[config.mk]
export PLATFORM = sky130hd
export DESIGN_NAME = log_record_checker_unit
export DESIGN_NICKNAME = d
export VERILOG_FILES = /design/src/hdl/lrc_pkg.sv /design/src/hdl/log_record_checker_unit.sv
export SDC_FILE = /design/constraint.sdc
export NUM_CORES = 1
export LEC_CHECK = 0
export ABC_AREA = 1
export BUFFER_PORTS_ARGS = -buffer_cell sky130_fd_sc_hd__clkbuf_2
export CAP_MARGIN = 10
export CORE_MARGIN = 3
export CORE_UTILIZATION = 47
export CTS_CLUSTER_DIAMETER = 50
export DETAILED_ROUTE_END_ITERATION = 16
export PLACE_DENSITY = 0.71
export SLEW_MARGIN = 10
export SYNTH_ARGS = -nofsm -noshare
export SYNTH_HDL_FRONTEND = slang
export SYNTH_SLANG_ARGS = --single-unit
[constraint.sdc]
create_clock -name clk -period 9.2 [get_ports clk]
set_input_delay 0.92 -clock clk [delete_from_list [all_inputs] [get_ports clk]]
set_output_delay 0.92 -clock clk [all_outputs]
set_load 0.03 [all_outputs]
[src/hdl/lrc_pkg.sv]
// ----------------------------------------------------------------------------
// lrc_pkg
// Shared types, codes and the bytewise CRC-32 step for the log record checker.
// ----------------------------------------------------------------------------
package lrc_pkg;

	localparam logic [31:0] CRC_POLY = 32'hEDB8_8320;
	localparam logic [31:0] CRC_INIT = 32'hFFFF_FFFF;

	// header field sizes in bytes
	localparam logic [31:0] CSUM_BYTES = 32'd4;
	localparam logic [31:0] SEQ_BYTES  = 32'd8;
	localparam logic [31:0] LEN_BYTES  = 32'd4;

	typedef enum logic [1:0] {
		KIND_KEY     = 2'd0,
		KIND_VALUE   = 2'd1,
		KIND_VERDICT = 2'd2
	} kind_t;

	typedef enum logic [2:0] {
		PH_CSUM    = 3'd0,
		PH_SEQ     = 3'd1,
		PH_OP      = 3'd2,
		PH_KEY_LEN = 3'd3,
		PH_VAL_LEN = 3'd4,
		PH_KEY     = 3'd5,
		PH_VALUE   = 3'd6
	} phase_t;

	// reflected CRC-32, one byte
	function automatic logic [31:0] crc_byte(input logic [31:0] crc, input logic [7:0] b);
		logic [31:0] c;
		c = crc ^ {24'd0, b};
		for (int i = 0; i < 8; i++) begin
			c = c[0] ? ((c >> 1) ^ CRC_POLY) : (c >> 1);
		end
		return c;
	endfunction

endpackage

[src/hdl/log_record_checker_unit.sv]
// ----------------------------------------------------------------------------
// log_record_checker_unit
// Parses checksummed log records from a byte stream, passes key and value
// bytes through tagged, and gives a CRC verdict at the end of each record.
// ----------------------------------------------------------------------------
// Results are registered. Throughput: one byte per cycle while results are
//   taken; the last body byte of a record yields two results through the
//   single output register pair, so input stalls until the second is taken.
// Reset: arst_n clears parser state, CRC and the result slots at once; no
//   clearing pass.
module log_record_checker_unit (
	input  logic        clk,
	input  logic        arst_n,
	input  logic        in_valid,
	output logic        in_ready,
	input  logic [7:0]  log_byte,
	output logic        out_valid,
	input  logic        out_ready,
	output logic [1:0]  kind,
	output logic [7:0]  payload_byte,
	output logic [63:0] seq_number,
	output logic [7:0]  op_code,
	output logic [31:0] key_length,
	output logic [31:0] value_length,
	output logic        checksum_ok,
	output logic        last
);

	lrc_pkg::phase_t phase_q, phase_d;
	logic [31:0] cnt_q, cnt_d, cnt_inc, csum_base;
	logic [31:0] stored_q, stored_d;
	logic [31:0] crc_q, crc_d, crc_upd;
	logic [63:0] seq_q, seq_d;
	logic [7:0]  op_q, op_d;
	logic [31:0] kl_q, kl_d;
	logic [31:0] vl_q, vl_d;
	logic        halted_q;

	logic        gen_data, gen_verdict, gen_ok;
	lrc_pkg::kind_t gen_kind;

	// result slots: a body byte first, then a verdict
	logic        dv_q, vv_q;
	lrc_pkg::kind_t d_kind_q;
	logic [7:0]  d_byte_q;
	logic        d_last_q;
	logic [63:0] v_seq_q;
	logic [7:0]  v_op_q;
	logic [31:0] v_kl_q, v_vl_q;
	logic        v_ok_q;

	logic pop, d_after, v_after, accept, work;

	assign pop      = out_valid & out_ready;
	assign d_after  = dv_q & ~pop;
	assign v_after  = vv_q & ~(pop & ~dv_q);
	assign in_ready = ~d_after & ~v_after;
	assign accept   = in_valid & in_ready;
	assign work     = accept & ~halted_q;

	always_comb begin
		phase_d     = phase_q;
		cnt_d       = cnt_q;
		stored_d    = stored_q;
		crc_d       = crc_q;
		seq_d       = seq_q;
		op_d        = op_q;
		kl_d        = kl_q;
		vl_d        = vl_q;
		gen_data    = 1'b0;
		gen_kind    = lrc_pkg::KIND_KEY;
		gen_verdict = 1'b0;
		cnt_inc     = cnt_q + 32'd1;
		crc_upd     = lrc_pkg::crc_byte(crc_q, log_byte);
		csum_base   = 32'd0;
		unique case (phase_q)
			lrc_pkg::PH_SEQ: begin
				crc_d = crc_upd;
				seq_d = {log_byte, seq_q[63:8]};
				if (cnt_inc == lrc_pkg::SEQ_BYTES) begin
					phase_d = lrc_pkg::PH_OP;
					cnt_d   = 32'd0;
				end else begin
					cnt_d = cnt_inc;
				end
			end
			lrc_pkg::PH_OP: begin
				crc_d   = crc_upd;
				op_d    = log_byte;
				phase_d = lrc_pkg::PH_KEY_LEN;
				cnt_d   = 32'd0;
			end
			lrc_pkg::PH_KEY_LEN: begin
				crc_d = crc_upd;
				kl_d  = {log_byte, kl_q[31:8]};
				if (cnt_inc == lrc_pkg::LEN_BYTES) begin
					phase_d = lrc_pkg::PH_VAL_LEN;
					cnt_d   = 32'd0;
				end else begin
					cnt_d = cnt_inc;
				end
			end
			lrc_pkg::PH_VAL_LEN: begin
				crc_d = crc_upd;
				vl_d  = {log_byte, vl_q[31:8]};
				if (cnt_inc == lrc_pkg::LEN_BYTES) begin
					cnt_d = 32'd0;
					if (kl_q != 32'd0)
						phase_d = lrc_pkg::PH_KEY;
					else if (vl_d != 32'd0)
						phase_d = lrc_pkg::PH_VALUE;
					else
						gen_verdict = 1'b1;
				end else begin
					cnt_d = cnt_inc;
				end
			end
			lrc_pkg::PH_KEY: begin
				crc_d    = crc_upd;
				gen_data = 1'b1;
				gen_kind = lrc_pkg::KIND_KEY;
				if (cnt_inc == kl_q) begin
					cnt_d = 32'd0;
					if (vl_q != 32'd0)
						phase_d = lrc_pkg::PH_VALUE;
					else
						gen_verdict = 1'b1;
				end else begin
					cnt_d = cnt_inc;
				end
			end
			lrc_pkg::PH_VALUE: begin
				crc_d    = crc_upd;
				gen_data = 1'b1;
				gen_kind = lrc_pkg::KIND_VALUE;
				if (cnt_inc == vl_q) begin
					cnt_d       = 32'd0;
					gen_verdict = 1'b1;
				end else begin
					cnt_d = cnt_inc;
				end
			end
			default: begin
				// checksum field; an unused phase code restarts here
				csum_base = (phase_q == lrc_pkg::PH_CSUM) ? cnt_q : 32'd0;
				stored_d  = {log_byte, stored_q[31:8]};
				if (csum_base + 32'd1 == lrc_pkg::CSUM_BYTES) begin
					phase_d = lrc_pkg::PH_SEQ;
					cnt_d   = 32'd0;
				end else begin
					phase_d = lrc_pkg::PH_CSUM;
					cnt_d   = csum_base + 32'd1;
				end
			end
		endcase
		gen_ok = (~crc_d == stored_d);
		if (gen_verdict) begin
			phase_d = lrc_pkg::PH_CSUM;
			cnt_d   = 32'd0;
			crc_d   = lrc_pkg::CRC_INIT;
		end
	end

	always_ff @(posedge clk or negedge arst_n) begin
		if (!arst_n) begin
			phase_q  <= lrc_pkg::PH_CSUM;
			cnt_q    <= 32'd0;
			stored_q <= 32'd0;
			crc_q    <= lrc_pkg::CRC_INIT;
			seq_q    <= 64'd0;
			op_q     <= 8'd0;
			kl_q     <= 32'd0;
			vl_q     <= 32'd0;
			halted_q <= 1'b0;
			dv_q     <= 1'b0;
			vv_q     <= 1'b0;
		end else begin
			if (work) begin
				phase_q  <= phase_d;
				cnt_q    <= cnt_d;
				stored_q <= stored_d;
				crc_q    <= crc_d;
				seq_q    <= seq_d;
				op_q     <= op_d;
				kl_q     <= kl_d;
				vl_q     <= vl_d;
				if (gen_verdict && !gen_ok)
					halted_q <= 1'b1;
				dv_q <= gen_data;
				vv_q <= gen_verdict;
			end else begin
				dv_q <= d_after;
				vv_q <= v_after;
			end
		end
	end

	always_ff @(posedge clk) begin
		if (work) begin
			d_kind_q <= gen_kind;
			d_byte_q <= log_byte;
			d_last_q <= ~gen_verdict;
			v_seq_q  <= seq_d;
			v_op_q   <= op_d;
			v_kl_q   <= kl_d;
			v_vl_q   <= vl_d;
			v_ok_q   <= gen_ok;
		end
	end

	assign out_valid    = dv_q | vv_q;
	assign kind         = dv_q ? d_kind_q : lrc_pkg::KIND_VERDICT;
	assign payload_byte = dv_q ? d_byte_q : 8'd0;
	assign seq_number   = dv_q ? 64'd0 : v_seq_q;
	assign op_code      = dv_q ? 8'd0 : v_op_q;
	assign key_length   = dv_q ? 32'd0 : v_kl_q;
	assign value_length = dv_q ? 32'd0 : v_vl_q;
	assign checksum_ok  = dv_q ? 1'b0 : v_ok_q;
	assign last         = dv_q ? d_last_q : 1'b1;

endmodule

# After elaboration in Yosys (flattened, before gate mapping)
# Cells that the tools add are included.
# totals
register_bits	386
in_bits	12
out_inout_bits	150
elab_cells	128
# classes
addsub	2
n_eq_ne	19
mux	52
bitwise_logic	25
n_reduce_logical	11
# ops
op	count
$mux 32	22
$pmux 32 s5	1
$mux 64	2
$not 13->14	8
$eq 32x32->1	3
$reduce_bool 32->1	3
$add 32x1->32 const B	2
$eq 32x3->1 const B	2
$eq 32x4->1 const B	1
$not 32->32	1
$xor 32x8->32	1
$mux 3	8
$mux 8	3
$pmux 3 s6	1
$ne 3x3->1 const B	5
$mux 1	13
$eq 3x3->1 const B	3
$reduce_and 8->1	1
$and 1x1->1	7
$not 1->1	7
$eq 3x2->1 const B	2
$reduce_or 6->1	1
$ne 4x4->1 const B	1
$reduce_or 2->1	2
9 further kinds	9

# Longest topological paths before layout
# Gate-level depths: netlist of the first run.
# logic_depth
word_depth	23
mapped_depth	23

# Least setup slack after synthesis of the first run
# OpenSTA, ideal clock, no wires.
# synth_timing
kind	in2reg
startpoint	input port out_ready
endpoint	register d_byte_q[0] (enable)
setup_ns	0.568
arrival_time_ns	6.282
setup_slack_ns	2.349
cell_stages	8
path_cell_list	nand2_1 > o21ai_0 > nand2_1 > inv_1 > nand3_1 > inv_2 > clkbuf_1 > clkbuf_1
# synth_between
elab_chain_len	8
word_cells_on_any_way	11
# synth_rtl
item	line	source
start: declaration	log_record_checker_unit.sv:18	input logic out_ready,
$and 1x1->1 *	log_record_checker_unit.sv:54	assign pop = out_valid & out_ready;
$and 1x1->1	log_record_checker_unit.sv:56	assign v_after = vv_q & ~(pop & ~dv_q);
$not 1->1	log_record_checker_unit.sv:56	
$and 1x1->1	log_record_checker_unit.sv:56	
$not 1->1	log_record_checker_unit.sv:57	assign in_ready = ~d_after & ~v_after;
$and 1x1->1 *	log_record_checker_unit.sv:57	
net in_ready	log_record_checker_unit.sv:15	output logic in_ready,
$and 1x1->1 *	log_record_checker_unit.sv:58	assign accept = in_valid & in_ready;
$and 1x1->1 *	log_record_checker_unit.sv:59	assign work = accept & ~halted_q;
net work	log_record_checker_unit.sv:52	logic pop, d_after, v_after, accept, work;
end signal: assignment	log_record_checker_unit.sv:201	d_byte_q <= log_byte;
end: declaration	log_record_checker_unit.sv:45	logic [7:0] d_byte_q;
# The timed path passes the listed nets; every way through them passes the cells marked *.
# A chain may end at the register's enable or synchronous reset.

# Worst setup path after layout of the first run
# layout_timing
startpoint	register phase_q[2]
endpoint	register cnt_q[1]
# layout_between
elab_chain_len	7
word_cells_on_any_way	15
# layout_rtl
item	line	source
start: declaration	log_record_checker_unit.sv:29	lrc_pkg::phase_t phase_q, phase_d;
start signal: assignment	log_record_checker_unit.sv:166	phase_q <= lrc_pkg::PH_CSUM;
start signal: assignment	log_record_checker_unit.sv:179	phase_q <= phase_d;
$logic_not 3->1	log_record_checker_unit.sv:145	csum_base = (phase_q == lrc_pkg::PH_CSUM) ? cnt_q : 32'd0;
$mux 32	log_record_checker_unit.sv:145	
$add 32x1->32	log_record_checker_unit.sv:147, log_record_checker_unit.sv:152	
$eq 32x3->1	log_record_checker_unit.sv:147	if (csum_base + 32'd1 == lrc_pkg::CSUM_BYTES) begin
$mux 32	log_record_checker_unit.sv:147	
$pmux 32 s5	log_record_checker_unit.sv:76	unique case (phase_q)
$mux 32 *	log_record_checker_unit.sv:157	if (gen_verdict) begin
end signal: assignment	log_record_checker_unit.sv:180	cnt_q <= cnt_d;
end: declaration	log_record_checker_unit.sv:30	logic [31:0] cnt_q, cnt_d, cnt_inc, csum_base;
# Every way passes the cells marked *; elsewhere a longest branch is shown, timed or not.

==> results of run 1 <==
## kinds of logic after synthesis
group / count (synthesis)
compound gates: 422
buf+inv: 573
xor+xnor: 57
fa+ha+maj: 3
mux: 1
simple gates: 1866
flops: 385
## flip-flops by register name, indices dropped and copies added (netlist names)
register,count
cnt_q,32
d_kind_q,1
v_kl_q,32
v_vl_q,32
d_last_q,1
v_ok_q,1
crc_q,32
op_q,8
v_op_q,8
v_seq_q,64
kl_q,32
phase_q,3
seq_q,64
stored_q,32
vv_q,1
halted_q,1
d_byte_q,8
vl_q,32
dv_q,1
## final cells by class
class	count	share of cell area (%)
multi-input combinational	2349	40.42
sequential	385	40.34
inverter	437	6.383
clock buffer	65	5.127
timing repair buffer	175	3.664
tap	615	2.981
clock inverter	23	1.086
## per-layer routing
metal / share of wire (%) / vias up / wire length (microns)
met4: 2.6 / 0 / 1782
li1: - / 10537 / -
met5: 0 / - / 0
met2: 42 / 907 / 29450
met3: 9.1 / 119 / 6338
met1: 46 / 9778 / 31980
## where the power goes
group | internal (mW) | switching, mW | leakage (nW) | total [mW]
combinational | 0.0218 | 0.0703 | 8.53 | 0.0922
clock | 1.11 | 0.770 | 0.774 | 1.88
sequential | 1.77 | 0 | 3.61 | 1.77
total | 2.90 | 0.840 | 12.9 | 3.74
## stage by stage
step	hold WS (ns)	util (%)	setup slack [ns]	total power, mW
after detailed placement	0.4664	50.40	5.010	1.899
after global routing	0.3754	53.73	4.449	3.861
after global placement	0.4623	50.40	5.101	1.898
after floorplan	0.4215	-	2.349	1.852
after CTS	0.3392	53.73	4.996	3.779
final	0.3277	53.73	4.905	3.744
## layout by cell type (no fill, tap or decap), drive strengths merged, types with 32 or more instances in the layout
cell | netlist | layout
xor2 | 40 | 40
nor2 | 373 | 373
o21ai | 408 | 408
nand2 | 1200 | 1200
nand3 | 183 | 183
dfstp | 32 | 32
inv | 436 | 442
edfxtp | 147 | 147
clkbuf | 106 | 225
dfrtp | 206 | 206
## worst max-delay path, cell delays in order (launching register included)
cell and delay [ns]:
dfrtp_1 0.40, inv_1 0.43, nand2_1 0.61, nor2_1 0.33, ha_1 0.28, nand2_1 0.11, nor2_1 0.34, nand3_1 0.29
nor2_2 0.26, nand2_1 0.08, nand2_1 0.06, nand2_1 0.07, nor3_1 0.27, nand3_1 0.21, nand2_1 0.12, nand2_1 0.05
nand2_1 0.08, nor2_1 0.06, nand2_1 0.08, nand2_1 0.04
## path summary, 6_finish.rpt
kind / to / start / cells after the start / slack [ns]
max in group asynchronous: dv_q / arst_n / 2 / 7.53
hold / removal: cnt_q[7] / arst_n / 1 / 0.33
setup / recovery: cnt_q[1] / phase_q[2] / 19 / 4.90
min in group clk: stored_q[5] / stored_q[5] / 2 / 0.48
hold reg to reg: stored_q[5] / stored_q[5] / 2 / 0.48
setup reg to reg: cnt_q[1] / phase_q[2] / 19 / 4.90
==> results by group, run 1 <==
Run status
  – Status: finished clean

Clock tree
  – H-tree depth: 2
  – Clock sink count: 385
  – Clock Latency Late Sink: 0.60 ns
  – Post-CTS Setup Inserts: 0
  – Cts hold-fix bufs: 0
  – Clk buf depth: 3
  – Post-CTS sizing: 0
  – TritonCTS clock tree: done
  – Num CTS Buffers: 47
  – Clk slew on worst S/H paths: 0.06 ns
  – Root Buffer: clkbuf_16

Placement
  – GP Congestion: approximately 0.98
  – Placed inst area: 0.02421 sq mm
  – Dpl hpwl: 49710 microns
  – IO Port Bufs: 161
  – Placed Cells: 3961

Floorplan
  – Starting Density: between 40% and 50%
  – Die Wd: 227.3 microns
  – Die Y: 227.3 microns
  – Core ar.: 0.04805 sq mm
  – Die area: 0.05168 sq mm
  – Rows: 80
  – I/O Pins: about 160

Drt
  – Vias/cell: 5.271
  – Drc violations: 0
  – DR WL/cell: 17.17 microns
  – Initial DRT Pass Iterations: 6
  – First DRT Iteration DRCs: 2620
  – Via count: 21.34k
  – Post-Route WL: 69540 microns
  – Post-route ant nets: 0

Timing
  – Actual slew at the worst max-slew pin: 1.184 ns
  – Hold Fails Final Rpt: 0
  – Setup TNS: 0 ns
  – Slew Viols, Final: 0
  – Final count of negative-setup-slack endpoints: 0
  – FMAX: 0.2328 GHz
  – Fin crit share: between 40% and 50%
  – RSZ-0062 raised after global routing: no
  – Skew final: between 0.03 and 0.04 ns
  – Post-layout min period: 4.295 ns
  – Slew margin rel.: between 20% and 30%

Yosys
  – Synth Area in Compound Gates: 9.265%
  – Cell taking the most area after synthesis: dfrtp_1
  – Synth Cell Area: 0.02303 sq mm
  – Syn Nets: 3322
  – Post-synthesis mux area share: 0.04347%
  – Post-synthesis xor/xnor area fraction: 2.201%
  – Post-synth top cells: nand2_1, inv_1, o21ai_0
  – Share of the synthesized area in the top cell type: 22.39%
  – Synth top area cells: dfrtp_1, nand2_1, edfxtp_1
  – Synth async-reset ratio: 61.82%
  – Simple-Gate Fraction of Synth Area: 33.48%
  – Count leader, synth: nand2_1
  – Yosys warning total: 0
  – Syn Area/Cell: 6.963 sq um
  – Synth Area in Adders: 0.1630%
  – Number of synthesized register bits: 385
  – Top_reg_cell synth: dfrtp_1
  – Yosys cell types: 44
  – Post-Synthesis Cells: about 3.3k
  – Post-synthesis sequential area ratio: 45.21%
  – Number of flops mapped to enable cells by yosys: 147
  – Main combinational cell family by area after synthesis: simple AND/OR/NAND/NOR gates

Critical path
  – WS Path Type: flop to flop
  – Critical Path AT: ~4.8 ns
  – CP required: 9.67 ns
  – Worst-path fanout max: 21
  – CP Capture Type: flop
  – Worst setup SP type: flop

Final layout
  – Multi-input gate area: 0.01044 sq mm
  – Layout Cells excl Fill: around 4.0k
  – Area grow syn2layout: 12.12%
  – Inserted Diodes: 0
  – Reg area: between 0.01 and 0.015 sq mm
  – Layout cells sized above 1: 10.86%
  – Post-route design area: approximately 0.026 sq mm
  – Fillers: around 4.7k
  – Final net count: 3410

Global route
  – Grt peak-use layer: met1
  – Vias in the first global route: 18.76k
  – Largest net degree at the start of global routing: roughly 240
  – First-pass GRT wire length: 107100 microns
  – Grt met2 use: a little under 40%
  – GR met1 Demand/Resource: 40.82%
  – Met3 Use GR: 4.487%
  – GRT Util Overall: 26.72%
  – Global route overflow: 0
  – Antenna violations before repair: 1

Pwr
  – Static Leak: 12.91 nW
  – Max VDD drop: around 120 uV
  – Pwr Density: 145.0 mW/mm^2

Run
  – Max_cap viols: 0

Worst hold path
  – Worst Hold Class: primary input to asynchronous set/reset pin
Note: power is estimated with default switching activity, not from simulation.
==> run 2, diff against run 1 <==
--- a/config.mk
+++ b/config.mk
@@ -5,7 +5,7 @@
 export SDC_FILE = /design/constraint.sdc
 export NUM_CORES = 1
 export LEC_CHECK = 0
-export ABC_AREA = 1
+export ABC_AREA = 0
 export BUFFER_PORTS_ARGS = -buffer_cell sky130_fd_sc_hd__clkbuf_2
 export CAP_MARGIN = 10
 export CORE_MARGIN = 3
==> constraint.sdc (replaced) <==
create_clock -name clk -period 4.4 [get_ports clk]
set_input_delay 0.44 -clock clk [delete_from_list [all_inputs] [get_ports clk]]
set_output_delay 0.44 -clock clk [all_outputs]
set_load 0.03 [all_outputs]
==> run 2 against run 1 <==
- sequential cell count stayed put
- final cell count is 24% lower
- combinational power grew to 82 times the previous value
- total power grew to 4.5 times the previous value
- critical path type unchanged
- largest cell class unchanged
- highest routed layer unchanged
==> results by group, run 2 <==
Run status
  – Status: finished clean (unchanged)

Critical path
  – Worst R2R Start: cnt_q[0] (was phase_q[2])
  – Critical Path AT: 4.68 ns (was 4.76 ns)
  – CP Capture Type: flop (unchanged)
  – FF-to-FF path depth: 14 (was 19)
  – Reg2reg end: cnt_q[11] (was cnt_q[1])
  – R2R setup slack: 0.18 ns (was 4.90 ns)
  – Worst-path fanout max: 13 (was 21)
  – WS Path Type: flop to flop (unchanged)
  – CP required: 4.87 ns (was 9.67 ns)
  – Worst setup SP type: flop (unchanged)

Yosys
  – Yosys cell types: 92 (was 44)
  – Count leader, synth: nand2_1 (unchanged)
  – Yosys warning total: 0 (unchanged)
  – Top_reg_cell synth: dfrtp_1 (unchanged)
  – Syn Area/Cell: 9.955 sq um (was 6.963 sq um)
  – Share of the synthesized area in the top cell type: 23.81% (was 22.39%)
  – Number of flops mapped to enable cells by yosys: 147 (unchanged)
  – Number of synthesized register bits: 385 (unchanged)
  – Post-synthesis sequential area ratio: 48.08% (was 45.21%)
  – Syn Nets: 2190 (was 3322)
  – Synth top area cells: dfrtp_1, edfxtp_1, mux2_2 (was dfrtp_1, nand2_1, edfxtp_1)
  – Synth Cell Area: 0.02165 sq mm (was 0.02303 sq mm)
  – Cell taking the most area after synthesis: dfrtp_1 (unchanged)
  – Post-synth top cells: nand2_1, dfrtp_1, mux2_2 (was nand2_1, inv_1, o21ai_0)
  – Post-Synthesis Cells: 2175 (was 3307)
  – Synth async-reset ratio: 61.82% (unchanged)

Global route
  – Antenna violations before repair: 3 (was 1)
  – Vias in the first global route: 17.33k (was 18.76k)
  – Largest net degree at the start of global routing: 185 (was 236)
  – Global route overflow: 0 (unchanged)
  – GRT Util Overall: 29.61% (was 26.72%)
  – First-pass GRT wire length: 108100 microns (was 107100 microns)

Final layout
  – Layout Cells excl Fill: 3071 (was 4049)
  – Commonest non-fill, non-tap cell in the layout: nand2_1 (unchanged)
  – Final net count: 2444 (was 3410)
  – Layout cells sized above 1: 27.55% (was 10.86%)
  – Share of the core filled with cells: 56.69% (was 53.73%)
  – Multi-input gate area: 0.01056 sq mm (was 0.01044 sq mm)
  – Reg area: 0.01041 sq mm (unchanged)
  – Area grow syn2layout: 19.07% (was 12.12%)
  – Top flop regs: seq_q: 64 flops, v_seq_q: 64 flops (unchanged)
  – Fillers: 4012 (was 4667)
  – Commonest non-fill, non-tap cells in the layout: nand2_1, dfrtp_1, buf_4 (was nand2_1, inv_1, o21ai_0)

Floorplan
  – I/O Pins: 162 (unchanged)
  – Rows: 78 (was 80)
  – Die Y: 220.6 microns (was 227.3 microns)
  – Die area: 0.04868 sq mm (was 0.05168 sq mm)
  – Starting Density: 47.61% (was 47.92%)
  – Die Wd: 220.6 microns (was 227.3 microns)
  – Core ar.: 0.04548 sq mm (was 0.04805 sq mm)

Drt
  – Met3 Wirelength: 5088 microns (was 6338 microns)
  – First DRT Iteration DRCs: 1609 (was 2620)
  – Vias/cell: 5.779 (was 5.271)
  – WL met1: 30660 microns (was 31980 microns)
  – Drc violations: 0 (unchanged)
  – Met2 wire len: 33570 microns (was 29450 microns)
  – Post-Route WL: 72570 microns (was 69540 microns)
  – Highest metal used: met4 (unchanged)
  – DR WL/cell: 23.63 microns (was 17.17 microns)
  – Initial DRT Pass Iterations: 7 (was 6)
  – Post-route ant nets: 0 (unchanged)
  – Via count: 17.75k (was 21.34k)

Placement
  – GP Congestion: 0.9884 (was 0.9784)
  – IO Port Bufs: 161 (unchanged)
  – Placed Cells: 2979 (was 3961)
  – Dpl hpwl: 52620 microns (was 49710 microns)

Timing
  – Slew margin rel.: 32.38% (was 20.44%)
  – Slew Viols, Final: 0 (unchanged)
  – Post-layout min period: 4.217 ns (was 4.295 ns)
  – Actual slew at the worst max-slew pin: 1.014 ns (was 1.184 ns)
  – Fin crit share: 95.85% (was 46.69%)
  – Final count of negative-setup-slack endpoints: 0 (unchanged)
  – Hold Fails Final Rpt: 0 (unchanged)
  – RSZ-0062 raised after global routing: no (unchanged)
  – Skew final: 0.04179 ns (was 0.03819 ns)
  – FMAX: 0.2371 GHz (was 0.2328 GHz)
  – Final hold slack: 0.06166 ns (was 0.3277 ns)
  – Setup TNS: 0 ns (unchanged)

Worst hold path
  – Min-Delay Path Depth: 2
  – Hold Path End: dv_q
  – Worst Hold Class: primary input to flop (was primary input to asynchronous set/reset pin)
  – Hold path startpoint: out_ready

Clock tree
  – Post-CTS Setup Inserts: 0 (unchanged)
  – Clk slew on worst S/H paths: 0.06 ns (about the same)
  – Clock Latency Late Sink: 0.60 ns (about the same)
  – Num CTS Buffers: 47 (unchanged)
  – Root Buffer: clkbuf_16 (unchanged)
  – Clk buf depth: 3 (unchanged)
  – TritonCTS clock tree: done (unchanged)
  – Clock sink count: 385 (unchanged)
  – H-tree depth: 2 (unchanged)

Pwr
  – Max VDD drop: 497.1 uV (was 124.5 uV)
  – Pwr Density: 653.5 mW/mm^2 (was 145.0 mW/mm^2)
  – Static Leak: 11.58 nW (was 12.91 nW)

Run
  – Max_cap viols: 0 (unchanged)
run 2: cell types whose count changed after synthesis, sizes merged, moves of 150 or more:
cell,change
inv,-420
o21ai,-348
nand3,-150
nor2,-279
mux2,+167
nand2,-730
run 2: layout make-up:
class	instances	share of cell area (%)
clock inverters	24	0.9270
repair buffers	363	9.347
diodes	3	0.02912
well taps	600	2.912
inverters	17	0.2766
clock buffers	64	5.164
flip-flops and latches	385	40.39
multi-input cells	1615	40.95
run 2: metrics by stage:
stage / power, mW / area (sq um) / worst slack, ns
after detailed placement: 12.90 / 24170 / 0.1592
after global routing: 17.73 / 25770 / 0.008544
final: 16.85 / 25780 / 0.1828
after global placement: 12.79 / 24170 / 0.2181
after floorplan: 10.52 / 21650 / 0.2825
after CTS: 16.84 / 25750 / 0.1273
run 2: worst max-delay path, stage by stage (launching register included):
cell and delay (ns):
dfrtp_1 0.39, ha_1 0.24, nand3_2 0.11, or4_1 0.68, o21ai_2 0.28, buf_4 0.16
nand2_1 0.08, or4_1 0.63, or3_1 0.40, o22ai_1 0.13, a41o_1 0.20, buf_4 0.19
o31a_4 0.27, nor2_1 0.08, a211o_1 0.24
run 2: cell families after synthesis:
family,Yosys count,synth area share (%)
xor+xnor,206,8.524
mux,186,9.564
buf+inv,175,3.380
flops,385,48.08
fa+ha+maj,4,0.2196
compound gates,261,8.396
simple gates,958,21.84
run 2: power breakdown:
part	switching (mW)	internal [mW]	leakage, nW
registers	0.788	4.62	4.52
clock network	1.62	2.27	0.772
logic	4.39	3.15	6.29
run 2: how the worst max path moves through the flow:
stage / to / start / slack [ns] / depth (start not counted)
CTS: cnt_q[11] / cnt_q[0] / 0.13 / 14
detailed placement: cnt_q[11] / cnt_q[0] / 0.16 / 13
finish: cnt_q[11] / cnt_q[0] / 0.18 / 14
floorplan: d_byte_q[0] / out_ready / 0.28 / 7
global route: phase_q[1] / cnt_q[0] / 0.009 / 14
global placement: cnt_q[31] / cnt_q[0] / 0.22 / 13
run 2: routing by layer:
layer	vias to the layer above	track usage, %
li1	8138	-
met1	8781	40.03
met2	680	46.66
met3	148	6.056
met4	0	12.39
met5	-	0
run 2: what timing repair did:
action | CTS | global route
setup endpoints to repair | 0 | 37
hold endpoints to repair | 10 | 0
resized for setup | 0 | 4
hold buffers | 1 | 0
